[src/hdl/bmp_pkg.sv]
package bmp_pkg;

  // Event codes on the result channel
  typedef enum logic [2:0] {
    EV_NOTE_OFF      = 3'd0,
    EV_NOTE_ON       = 3'd1,
    EV_CTRL_CHANGE   = 3'd2,
    EV_PROG_CHANGE   = 3'd3,
    EV_PITCH_BEND    = 3'd4,
    EV_CH_AFTERTOUCH = 3'd5
  } evt_kind_e;

  // Upper nibble of channel voice statuses
  localparam logic [3:0] HI_NOTE_OFF   = 4'h8;
  localparam logic [3:0] HI_NOTE_ON    = 4'h9;
  localparam logic [3:0] HI_CTRL       = 4'hB;
  localparam logic [3:0] HI_PROG       = 4'hC;
  localparam logic [3:0] HI_CH_PRESS   = 4'hD;
  localparam logic [3:0] HI_BEND       = 4'hE;

  localparam logic [7:0]  REALTIME_MIN = 8'hF8;
  localparam logic [7:0]  SYSTEM_MIN   = 8'hF0;
  localparam logic [15:0] BEND_OFFSET  = 16'd8192;

  typedef struct packed {
    logic [7:0] pkt_byte;
    logic       packet_start;
  } byte_t;

  typedef struct packed {
    evt_kind_e          event_kind;
    logic [4:0]         midi_channel;
    logic [7:0]         first_data;
    logic [7:0]         second_data;
    logic signed [15:0] bend_value;
  } event_t;

endpackage

[src/hdl/bmp_if.sv]
interface bmp_byte_if;
  logic       valid;
  logic       ready;
  logic [7:0] pkt_byte;
  logic       packet_start;

  modport source (output valid, output pkt_byte, output packet_start, input ready);
  modport sink   (input valid, input pkt_byte, input packet_start, output ready);
endinterface

interface bmp_event_if;
  logic               valid;
  logic               ready;
  logic [2:0]         event_kind;
  logic [4:0]         midi_channel;
  logic [7:0]         first_data;
  logic [7:0]         second_data;
  logic signed [15:0] bend_value;

  modport source (output valid, output event_kind, output midi_channel,
                  output first_data, output second_data, output bend_value,
                  input ready);
  modport sink   (input valid, input event_kind, input midi_channel,
                  input first_data, input second_data, input bend_value,
                  output ready);
endinterface

[src/hdl/ble_midi_packet_parser_core.sv]
// BLE MIDI packet parser. Packet bytes arrive one per transfer on in_i, with
// packet_start high on each packet's header byte; decoded channel voice events
// leave on evt_o. Each byte is held in an input register, parsed against a
// small parse state (phase, running status, one held data byte) and any
// resulting event is written to an output register. Throughput is one byte
// per clock while the output register is free or drains. The input register
// frees as soon as the output register can take its result. While an
// event waits untaken, the byte in the input register is held, whether or not
// it yields an event, so the input stalls once that register is full.
// Headers, timestamps, real-time, system common and SysEx bytes, poly
// aftertouch and filtered channels yield no event. cfg_we_i/cfg_wdata_i write
// the channel filter (0 passes all, 1..16 selects one channel); write it only
// while idle.
module ble_midi_packet_parser_core import bmp_pkg::*; (
  input  logic         clk_i,
  input  logic         rst_ni,
  input  logic         cfg_we_i,
  input  logic [4:0]   cfg_wdata_i,
  bmp_byte_if.sink     in_i,
  bmp_event_if.source  evt_o
);

  logic [4:0] filter_q;
  logic       s1_valid_q;
  byte_t      s1_byte_q;
  logic       advance;
  logic       step;
  logic       emit;
  event_t     evt;
  logic       out_valid_q;
  event_t     out_q;

  // Channel filter register
  always_ff @(posedge clk_i or negedge rst_ni) begin
    if (!rst_ni) begin
      filter_q <= '0;
    end else if (cfg_we_i) begin
      filter_q <= cfg_wdata_i;
    end
  end

  // The held byte may move on whenever the output register is free or drains
  assign advance  = !out_valid_q || evt_o.ready;
  assign step     = s1_valid_q && advance;
  assign in_i.ready = !s1_valid_q || advance;

  // Input register: hold the byte until it is parsed
  always_ff @(posedge clk_i or negedge rst_ni) begin
    if (!rst_ni) begin
      s1_valid_q <= 1'b0;
    end else if (in_i.ready) begin
      s1_valid_q <= in_i.valid;
    end
  end

  always_ff @(posedge clk_i) begin
    if (in_i.valid && in_i.ready) begin
      s1_byte_q <= '{pkt_byte: in_i.pkt_byte, packet_start: in_i.packet_start};
    end
  end

  bmp_parse u_parse (
    .clk_i    (clk_i),
    .rst_ni   (rst_ni),
    .step_i   (step),
    .byte_i   (s1_byte_q),
    .filter_i (filter_q),
    .emit_o   (emit),
    .event_o  (evt)
  );

  // Output register: load on a parsed byte, drop the old event once taken
  always_ff @(posedge clk_i or negedge rst_ni) begin
    if (!rst_ni) begin
      out_valid_q <= 1'b0;
    end else if (advance) begin
      out_valid_q <= step && emit;
    end
  end

  always_ff @(posedge clk_i) begin
    if (step && emit) begin
      out_q <= evt;
    end
  end

  assign evt_o.valid        = out_valid_q;
  assign evt_o.event_kind   = out_q.event_kind;
  assign evt_o.midi_channel = out_q.midi_channel;
  assign evt_o.first_data   = out_q.first_data;
  assign evt_o.second_data  = out_q.second_data;
  assign evt_o.bend_value   = out_q.bend_value;

  // An empty input register must always accept
  a_empty_ready: assert property (@(posedge clk_i) disable iff (!rst_ni)
    !s1_valid_q |-> in_i.ready)
    else $error("input register empty but not ready");

  // A parsed byte never overwrites an event still waiting
  a_no_overwrite: assert property (@(posedge clk_i) disable iff (!rst_ni)
    (out_valid_q && !evt_o.ready) |-> !step)
    else $error("byte parsed while output stalled");

  a_chan_range: assert property (@(posedge clk_i) disable iff (!rst_ni)
    out_valid_q |-> (out_q.midi_channel != 5'd0 && out_q.midi_channel <= 5'd16))
    else $error("channel out of range");

  a_bend_only: assert property (@(posedge clk_i) disable iff (!rst_ni)
    (out_valid_q && out_q.event_kind != EV_PITCH_BEND) |-> out_q.bend_value == 16'sd0)
    else $error("bend value on non-bend event");

  a_single_data: assert property (@(posedge clk_i) disable iff (!rst_ni)
    (out_valid_q && (out_q.event_kind == EV_PROG_CHANGE ||
                     out_q.event_kind == EV_CH_AFTERTOUCH ||
                     out_q.event_kind == EV_PITCH_BEND)) |-> out_q.second_data == 8'd0)
    else $error("second data set on single-data event");

endmodule

[src/hdl/bmp_parse.sv]
module bmp_parse import bmp_pkg::*; (
  input  logic       clk_i,
  input  logic       rst_ni,
  input  logic       step_i,     // consume byte_i this cycle
  input  byte_t      byte_i,
  input  logic [4:0] filter_i,
  output logic       emit_o,
  output event_t     event_o
);

  localparam logic [2:0] PH_WAIT_HDR = 3'd0;
  localparam logic [2:0] PH_BOUNDARY = 3'd1;
  localparam logic [2:0] PH_AFTER_TS = 3'd2;
  localparam logic [2:0] PH_SKIP_SYS = 3'd3;
  localparam logic [2:0] PH_DATA     = 3'd4;

  logic [2:0] phase_q, phase_d;
  logic [7:0] status_q, status_d;
  logic [7:0] held_q, held_d;
  logic       pending_q, pending_d;

  logic [7:0] b;
  logic       high;
  logic       take;
  logic       need_two;
  logic [3:0] hi;
  logic [7:0] d1, d2;
  logic [4:0] chan;
  logic       pass;
  logic       kind_ok;

  assign b        = byte_i.pkt_byte;
  assign high     = b[7];
  assign hi       = status_q[7:4];
  assign need_two = !(hi == HI_PROG || hi == HI_CH_PRESS);
  assign chan     = {1'b0, status_q[3:0]} + 5'd1;
  assign pass     = (filter_i == 5'd0) || (filter_i == chan);

  always_comb begin
    phase_d   = phase_q;
    status_d  = status_q;
    held_d    = held_q;
    pending_d = pending_q;
    take      = 1'b0;
    d1        = '0;
    d2        = '0;
    kind_ok   = 1'b0;
    emit_o    = 1'b0;
    event_o   = '{event_kind: EV_NOTE_OFF, midi_channel: chan,
                  first_data: 8'd0, second_data: 8'd0, bend_value: 16'sd0};

    if (byte_i.packet_start) begin
      // Header: restart the parse and forget any partial message
      phase_d   = PH_BOUNDARY;
      status_d  = '0;
      held_d    = '0;
      pending_d = 1'b0;
    end else begin
      unique case (phase_q)
        PH_BOUNDARY: begin
          if (high) begin
            phase_d = PH_AFTER_TS;
          end else if (status_q != 8'd0) begin
            take = 1'b1;
          end
        end
        PH_AFTER_TS: begin
          if (high) begin
            if (b >= REALTIME_MIN) begin
              phase_d = PH_BOUNDARY;
            end else if (b >= SYSTEM_MIN) begin
              status_d = '0;
              phase_d  = PH_SKIP_SYS;
            end else begin
              status_d  = b;
              pending_d = 1'b0;
              phase_d   = PH_DATA;
            end
          end else if (status_q == 8'd0) begin
            phase_d = PH_BOUNDARY;
          end else begin
            take = 1'b1;
          end
        end
        PH_SKIP_SYS: begin
          if (high) begin
            phase_d = PH_AFTER_TS;
          end
        end
        PH_DATA: begin
          if (status_q == 8'd0) begin
            phase_d   = PH_BOUNDARY;
            pending_d = 1'b0;
          end else begin
            take = 1'b1;
          end
        end
        default: begin
          // waiting for a header: drop everything else
        end
      endcase
    end

    if (take) begin
      if (!pending_q && need_two) begin
        held_d    = b;
        pending_d = 1'b1;
        phase_d   = PH_DATA;
      end else begin
        d1        = pending_q ? held_q : b;
        d2        = pending_q ? b : 8'd0;
        held_d    = '0;
        pending_d = 1'b0;
        phase_d   = PH_BOUNDARY;
        event_o.first_data  = d1;
        event_o.second_data = d2;
        kind_ok = 1'b1;
        unique case (hi)
          HI_NOTE_OFF: event_o.event_kind = EV_NOTE_OFF;
          HI_NOTE_ON:  event_o.event_kind = (d2 == 8'd0) ? EV_NOTE_OFF : EV_NOTE_ON;
          HI_CTRL:     event_o.event_kind = EV_CTRL_CHANGE;
          HI_PROG: begin
            event_o.event_kind  = EV_PROG_CHANGE;
            event_o.second_data = 8'd0;
          end
          HI_CH_PRESS: begin
            event_o.event_kind  = EV_CH_AFTERTOUCH;
            event_o.second_data = 8'd0;
          end
          HI_BEND: begin
            event_o.event_kind  = EV_PITCH_BEND;
            event_o.first_data  = 8'd0;
            event_o.second_data = 8'd0;
            event_o.bend_value  = (({1'b0, d2, 7'd0} | {8'd0, d1}) - BEND_OFFSET);
          end
          default: kind_ok = 1'b0; // poly aftertouch: consume silently
        endcase
        emit_o = kind_ok && pass;
      end
    end
  end

  always_ff @(posedge clk_i or negedge rst_ni) begin
    if (!rst_ni) begin
      phase_q   <= PH_WAIT_HDR;
      status_q  <= '0;
      held_q    <= '0;
      pending_q <= 1'b0;
    end else if (step_i) begin
      phase_q   <= phase_d;
      status_q  <= status_d;
      held_q    <= held_d;
      pending_q <= pending_d;
    end
  end

endmodule
[src/flat_wrapper.sv]
// flat-port wrapper written by rule: the top's interface ports become plain ports
module ble_midi_packet_parser_core_flat import bmp_pkg::*;
  (clk_i, rst_ni, cfg_we_i, cfg_wdata_i, in_i_valid, in_i_pkt_byte, in_i_packet_start, in_i_ready, evt_o_valid, evt_o_event_kind, evt_o_midi_channel, evt_o_first_data, evt_o_second_data, evt_o_bend_value, evt_o_ready);
  bmp_byte_if in_i_i ();
  bmp_event_if evt_o_i ();
  input  logic clk_i;
  input  logic rst_ni;
  input  logic cfg_we_i;
  input  logic [4:0] cfg_wdata_i;
  input wire logic [$bits(in_i_i.valid)-1:0] in_i_valid;
  input wire logic [$bits(in_i_i.pkt_byte)-1:0] in_i_pkt_byte;
  input wire logic [$bits(in_i_i.packet_start)-1:0] in_i_packet_start;
  output wire logic [$bits(in_i_i.ready)-1:0] in_i_ready;
  output wire logic [$bits(evt_o_i.valid)-1:0] evt_o_valid;
  output wire logic [$bits(evt_o_i.event_kind)-1:0] evt_o_event_kind;
  output wire logic [$bits(evt_o_i.midi_channel)-1:0] evt_o_midi_channel;
  output wire logic [$bits(evt_o_i.first_data)-1:0] evt_o_first_data;
  output wire logic [$bits(evt_o_i.second_data)-1:0] evt_o_second_data;
  output wire logic [$bits(evt_o_i.bend_value)-1:0] evt_o_bend_value;
  input wire logic [$bits(evt_o_i.ready)-1:0] evt_o_ready;
  assign in_i_i.valid = in_i_valid;
  assign in_i_i.pkt_byte = in_i_pkt_byte;
  assign in_i_i.packet_start = in_i_packet_start;
  assign in_i_ready = in_i_i.ready;
  assign evt_o_valid = evt_o_i.valid;
  assign evt_o_event_kind = evt_o_i.event_kind;
  assign evt_o_midi_channel = evt_o_i.midi_channel;
  assign evt_o_first_data = evt_o_i.first_data;
  assign evt_o_second_data = evt_o_i.second_data;
  assign evt_o_bend_value = evt_o_i.bend_value;
  assign evt_o_i.ready = evt_o_ready;
  ble_midi_packet_parser_core u_core (.clk_i(clk_i), .rst_ni(rst_ni), .cfg_we_i(cfg_we_i), .cfg_wdata_i(cfg_wdata_i), .in_i(in_i_i), .evt_o(evt_o_i));
endmodule
[config.mk]
export PLATFORM = sky130hd
export DESIGN_NAME = ble_midi_packet_parser_core_flat
export DESIGN_NICKNAME = d
export VERILOG_FILES = /design/src/hdl/bmp_pkg.sv /design/src/hdl/bmp_if.sv /design/src/hdl/ble_midi_packet_parser_core.sv /design/src/hdl/bmp_parse.sv /design/src/flat_wrapper.sv
export SDC_FILE = /design/constraint.sdc
export NUM_CORES = 1
export LEC_CHECK = 0
export BUFFER_PORTS_ARGS = -buffer_cell sky130_fd_sc_hd__buf_4
export CORE_ASPECT_RATIO = 1.25
export CORE_UTILIZATION = 44
export CTS_CLUSTER_SIZE = 16
export DETAILED_ROUTE_END_ITERATION = 6
export MAX_ROUTING_LAYER = met4
export PLACE_DENSITY_LB_ADDON = 0.25
export SLEW_MARGIN = 15
export SYNTH_ARGS = -nofsm -noshare
export SYNTH_HDL_FRONTEND = slang
export SYNTH_HIERARCHICAL = 1
export SYNTH_SLANG_ARGS = --single-unit
export TNS_END_PERCENT = 50
[constraint.sdc]
create_clock -name clk_i -period 5.8 [get_ports clk_i]
set_clock_uncertainty 0.1 [all_clocks]
set_input_delay 0.29 -clock clk_i [delete_from_list [all_inputs] [get_ports clk_i]]
set_output_delay 0.29 -clock clk_i [all_outputs]
set_load 0.03 [all_outputs]
Word-level counts from Yosys, hierarchy flattened
Cells that the tools add are included. Widths: inputs -> output; s select.

Output and inout port bits: 42. Flip-flop bits (word level): 76. Bits of input ports: 19. Bits in read-only memories: 0. Logic and storage cells: 110. RAM bits: 0. Latch bits: 0. Memories: 0.

Multipliers: 0. Bitwise operators: 3. Multiplexer cells: 40. $lt $le $gt $ge: 2. Equality and inequality tests: 17. Add/subtract/negate cells: 2. Shifts and indexed selects: 0. Reductions and logical operators: 32. Div/mod/pow operators: 0.

Operators with widths (count): $mux 8 (10); $eq 4x4->1 const B (6); $mux 3 (8); $mux 1 (18); $ge 8x8->1 const B (2); $logic_not 8->1 (2); $sub 15x14->16 const B (1); $or 15x8->15 (1); $pmux 3 s5 (1); $ne 4x3->1 const B (3); $pmux 3 s3 (1); $reduce_bool 8->1 (1); $eq 3x2->1 const B (2); $reduce_and 6->1 (1); $reduce_bool 2->1 (3); $reduce_or 3->1 (2); $reduce_or 6->1 (1); $add 4x1->5 const B (1); $eq 5x5->1 (1); $logic_and 1x1->1 (5); $logic_not 5->1 (1); $reduce_bool 5->1 (1); $reduce_or 5->1 (1); $logic_not 1->1 (4); other kinds (14) (19).

Longest topological paths before layout
Depth in word-level cells: 10. Depth in mapped cells: 9.

Modules after synthesis
Netlist, hierarchy kept.

Modules (own cells, without submodules): ble_midi_packet_parser_core (sequential area each 1646.6 um^2, times used 1, area each 1749.2 um^2, cells each 69); bmp_parse (sequential area each 500.5 um^2, times used 1, area each 1562.7 um^2, cells each 211).

Worst setup path after synthesis
No wires, ideal clock.

Kind: flip-flop to flip-flop. Start: register u_core.u_parse.phase_q[0]. End: register u_core.out_q, in the netlist u_core/evt_o.bend_value[0], enable pin. Clock period less this slack: 4154 ps. Arrival time: 3612 ps. Cell stages (with the launch flop): 9. Slack: 1646 ps. Path through: dfrtp_1 buf_6 or3b_4 o21a_1 nor3_4 nand3_1 a221oi_1 nand2_1 nor2b_1.

Word-level cells in the longest chain between the ends: 5. Elaborated cells between the ends (all ways): 7.

Ends and longest elaborated chain: start, declared (line bmp_parse.sv:17) `logic [2:0] phase_q, phase_d;`; start signal, assigned (line bmp_parse.sv:150) `phase_q <= phase_d;`; $eq 3x3->1, or another cell as far along (line bmp_parse.sv:59) `unique case (phase_q)`; $pmux 1 s3 (*) (line bmp_parse.sv:59); $mux 1 (*) (line bmp_parse.sv:52) `if (byte_i.packet_start) begin`; $mux 1 (*) (line bmp_parse.sv:104) `if (take) begin`; named net u_core.emit (line ble_midi_packet_parser_core.sv:28) `logic emit;`; $logic_and 1x1->1 (*) (line ble_midi_packet_parser_core.sv:82) `if (step && emit) begin`; end signal, assigned (line ble_midi_packet_parser_core.sv:83) `out_q <= evt;`; end, declared (line ble_midi_packet_parser_core.sv:31) `event_t out_q;`.

Mark *: on every way through the listed nets, which the timed path passes. The rest lies on a longest branch. A chain may end at the register's enable or synchronous reset.

Worst setup path after layout
Start: register u_core/s1_byte_q[8] in the netlist's numbering. End: register u_core.out_q, in the netlist u_core/evt_o.second_data[7], enable pin.

Word-level cells in the longest chain between the ends: 5. Elaborated cells between the ends (all ways): 6.

Ends and longest elaborated chain: start, declared (line ble_midi_packet_parser_core.sv:25) `byte_t s1_byte_q;`; start signal, assigned (line ble_midi_packet_parser_core.sv:58) `s1_byte_q <= '{pkt_byte: in_i.pkt_byte, packet_start: in_i.packet_start};`; $mux 1, on equally long branches (line bmp_parse.sv:68, bmp_parse.sv:61); $pmux 1 s3 (*) (line bmp_parse.sv:59); $mux 1 (*) (line bmp_parse.sv:52); $mux 1 (*) (line bmp_parse.sv:104); named net u_core.emit (line ble_midi_packet_parser_core.sv:28); $logic_and 1x1->1 (*) (line ble_midi_packet_parser_core.sv:82).

Marks and branches as above.

==> metrics.csv <==
stage,metric,value,unit
finish,area_of_the_multi_input_gates,1065,um^2
critical_path,timing.critical_path.required,5.67,ns
timing,worst_pin_slew,1.052,ns
timing,grt_setup_unrepaired,no,
place,place_hpwl,4566,um
yosys,synth_edf_count,49,
clock_network,cts.repair_timing.setup_buffer_count,0,
hold_path,hold_class,in2reg,
yosys,netlist-cell-type-count,42,
floorplanning,design.core.area,7313,um^2
grt,grt_first_pass_wirelength,10390,um
yosys,dominant_combinational_cell_family_by_area_after_synthesis,simple AND/OR/NAND/NOR gates,
grt,vias_in_the_first_global_route,2172,
detailed_routing,vias,2262,
detailed_routing,avgRoutedWirePerCell,14.61,um
grt,overflow,0,
yosys,synth_adder_area_share,1.511,%
grt,grt_start_max_net_pins,41,
clock_network,cts_h_tree_depth,3,
yosys,synth.area.mux_share,4.836,%
timing,fmax,292.4,MHz
finish,nets,368,
pwr,p_leak,1.703,nW
critical_path,setup.worst_path.end_class,register,
timing,final.min_clock_period,3.420,ns
yosys,synth.avg_cell_area,11.83,um^2
yosys,yosysWarnings,6,
clock_network,num_clock_sinks,76,
yosys,yosys-top-cells-area,"sky130_fd_sc_hd__edfxtp_1 (44%), sky130_fd_sc_hd__dfrtp_1 (20%), sky130_fd_sc_hd__nor2_1 (4.3%)",
yosys,synth_xor_area_share,2.909,%
clock_network,cts.root.buffer_cell,sky130_fd_sc_hd__clkbuf_8,
detailed_routing,vias_per_cell,5.118,
clock_network,cts_tree,yes,
yosys,synthSimpleGateAreaFrac,15.04,%
pwr,fin_total_pwr,0.001367,W
yosys,yosys.area.top_type,sky130_fd_sc_hd__edfxtp_1,
finish,final_area,4093,um^2
clock_network,cts_made_buffers,9,
critical_path,worst_setup_path_class,reg2reg,
finish,synthToLayoutAreaGrowth,23.57,%
floorplanning,initial_utilization,45.29,%
floorplanning,floorplan.die_area,7880,um^2
clock_network,resized_after_cts,0,
yosys,postSynthRegisterBits,76,
floorplanning,pin_count,61,
yosys,synthDominantCellAreaShare,44.43,%
detailed_routing,finalWirelength,6458,um
yosys,number_of_nets_produced_by_synthesis,303,
timing,fin_tns_setup,0,ns
detailed_routing,postRouteAntennaNets,0,
timing,timing.final.setup_violations,0,
pwr,power_density,334.0,nW/um^2
clock_network,cts-hold-fix-buffers,1,
clock_network,worst_skew_pair.late_latency,0.35,ns
critical_path,worst_ep_arrival_time,3.29,ns
place,io_buffers,60,
grt,grt_use_total,18.46,%
finish,num-fill-cells,641,
clock_network,path_clk_slew,0.07,ns
status,outcome,"complete, no violations",
finish,num_antenna_cells,0,
critical_path,path_max_fanout,40,
yosys,ys.flop_type,sky130_fd_sc_hd__edfxtp_1,
finish,sequential_cell_area,2147,um^2
timing,slew_viol_final,0,
pwr,vdd_ir_drop_max,165.2,uV
clock_network,ctsLongestPathBuffers,2,
timing,final.period_utilization,58.96,%
place,final_weighted_congestion_in_routability_driven_placement,0.9451,
yosys,number_of_instances_in_the_synthesized_netlist,280,
timing,slew_headroom,29.71,%
yosys,synth_seq_area_share,64.83,%
floorplanning,core.rowCount,35,
floorplanning,die_h,99,um
grt,antenna_found_initial,0,
floorplanning,dieWidth,79.60,um
flow_run,max_cap_viol_count,0,
detailed_routing,post-route-drc-count,0,
finish,fraction_of_final_layout_cells_with_drive_strength_greater_than_1,25.43,%
yosys,synth_async_sr_flop_share,35.53,%
timing,hold_viol_final,0,
yosys,synth_compound_area_share,7.631,%
place,detailed_place.area,3837,um^2
yosys,synth.cell_area,3312,um^2
detailed_routing,first_pass_drt_iterations,5,
detailed_routing,dr.first_iter.drc_count,107,
critical_path,setup.worst_path.start_class,register,
area by class of cell:
class | instances | share of cell area (%)
flip-flops and latches | 76 | 52.46
repair buffers | 65 | 12.17
well taps | 92 | 2.813
clock inverters | 6 | 2.140
clock buffers | 10 | 3.118
multi-input cells | 179 | 26.02
inverters | 14 | 1.284
synth_stat cells, types with 2 or more instances:
cell and instances:
sky130_fd_sc_hd__or2_2 2, sky130_fd_sc_hd__nor4b_1 2, sky130_fd_sc_hd__clkbuf_1 5, sky130_fd_sc_hd__nand2b_1 3, sky130_fd_sc_hd__mux2_2 8, sky130_fd_sc_hd__o211ai_1 2
sky130_fd_sc_hd__xor2_1 4, sky130_fd_sc_hd__edfxtp_1 49, sky130_fd_sc_hd__ha_1 4, sky130_fd_sc_hd__nand3_1 9, sky130_fd_sc_hd__and2_1 2, sky130_fd_sc_hd__xnor2_1 7
sky130_fd_sc_hd__nor2_1 38, sky130_fd_sc_hd__inv_1 14, sky130_fd_sc_hd__nand2_1 36, sky130_fd_sc_hd__a21oi_1 7, sky130_fd_sc_hd__a31oi_1 2, sky130_fd_sc_hd__mux2i_1 7
sky130_fd_sc_hd__and3_1 2, sky130_fd_sc_hd__buf_2 5, sky130_fd_sc_hd__a22oi_1 2, sky130_fd_sc_hd__o21ai_0 20, sky130_fd_sc_hd__nor3_1 5, sky130_fd_sc_hd__dfrtp_1 27
state kept, by name, indices dropped and copies added, names as in the netlist, 3 cells and up:
signal	flops
u_core/u_parse/held_q	8
u_core/evt_o.second_data	8
u_core/u_parse/phase_q	3
u_core/evt_o.event_kind	3
u_core/u_parse/status_q	8
u_core/evt_o.bend_value	16
u_core/evt_o.first_data	8
u_core/evt_o.midi_channel	5
u_core/s1_byte_q	9
u_core/filter_q	5
through the flow:
step	utilization [%]	hold WS [ns]	setup WS (ns)	cells
2_1_floorplan	-	-0.1056	1.646	280
3_3_place_gp	52.47	0.1260	2.503	422
3_5_place_dp	52.47	0.1268	2.346	422
4_1_cts	55.55	0.001611	2.332	439
5_1_grt	55.96	0.001111	2.139	442
6_report	55.96	0.02175	2.380	442
path summary, 6_finish.rpt:
path | from | endpoint | slack [ns] | depth (start not counted)
setup / recovery | u_core/s1_byte_q[8]$_DFFE_PP_ | u_core/evt_o.second_data[7]$_DFFE_PP_ | 2.38 | 7
hold / removal | in_i_pkt_byte[3] | u_core/s1_byte_q[4]$_DFFE_PP_ | 0.02 | 1
setup reg to reg | u_core/s1_byte_q[8]$_DFFE_PP_ | u_core/evt_o.second_data[7]$_DFFE_PP_ | 2.38 | 7
hold reg to reg | u_core/u_parse/held_q[6]$_DFFE_PN0P_ | u_core/u_parse/held_q[6]$_DFFE_PN0P_ | 0.38 | 2
max in group asynchronous | rst_ni | u_core/u_parse/status_q[3]$_DFFE_PN0P_ | 5.04 | 2
min in group asynchronous | rst_ni | u_core/u_parse/status_q[0]$_DFFE_PN0P_ | 0.29 | 2
cell families (layout without fill, tap and decap cells):
kind of cell,count (synthesis),in the layout
xor gates and xnor gates,11,11
and+or+nand+nor,107,107
AOI/OAI and AO/OA,42,42
adders and majority gates,4,4
buffers and inverters,25,95
muxes,15,15
DFF,76,76
per-layer routing:
layer	global-route usage [%]	routed length [um]	vias to the layer above
met3	3.889	307	13
met4	9.930	155	0
met2	28.73	3198	61
met1	22.28	2797	1076
met5	-	0	-
li1	-	-	1112
placed cells by master (no fill, tap or decap), types with 3 or more instances in the layout:
master / count
sky130_fd_sc_hd__a21oi_1: 7
sky130_fd_sc_hd__buf_4: 61
sky130_fd_sc_hd__clkbuf_8: 9
sky130_fd_sc_hd__dfrtp_1: 27
sky130_fd_sc_hd__dlygate4sd3_1: 4
sky130_fd_sc_hd__edfxtp_1: 49
sky130_fd_sc_hd__ha_1: 4
sky130_fd_sc_hd__inv_1: 14
sky130_fd_sc_hd__mux2_2: 8
sky130_fd_sc_hd__mux2i_1: 7
sky130_fd_sc_hd__nand2_1: 36
sky130_fd_sc_hd__nand2b_1: 3
sky130_fd_sc_hd__nand3_1: 9
sky130_fd_sc_hd__nor2_1: 38
sky130_fd_sc_hd__nor3_1: 5
sky130_fd_sc_hd__o21ai_0: 20
sky130_fd_sc_hd__xnor2_1: 7
sky130_fd_sc_hd__xor2_1: 4
critical path: stages (launching register included):
cell and delay (ns):
sky130_fd_sc_hd__edfxtp_1 0.53, sky130_fd_sc_hd__or2_2 0.37, sky130_fd_sc_hd__o21a_1 0.24, sky130_fd_sc_hd__nor3_4 0.33, sky130_fd_sc_hd__nand3_1 0.18, sky130_fd_sc_hd__a221oi_1 0.27, sky130_fd_sc_hd__nand2_1 0.16, sky130_fd_sc_hd__nor2b_4 0.83
power breakdown:
group / switching [W] / total [W] / internal, W
combinational: 0.000125 / 0.000238 / 0.000113
sequential: 0.0000741 / 0.000694 / 0.000620
clock: 0.000193 / 0.000435 / 0.000242
total: 0.000392 / 0.00137 / 0.000975
(Power assumes the default switching activity.)
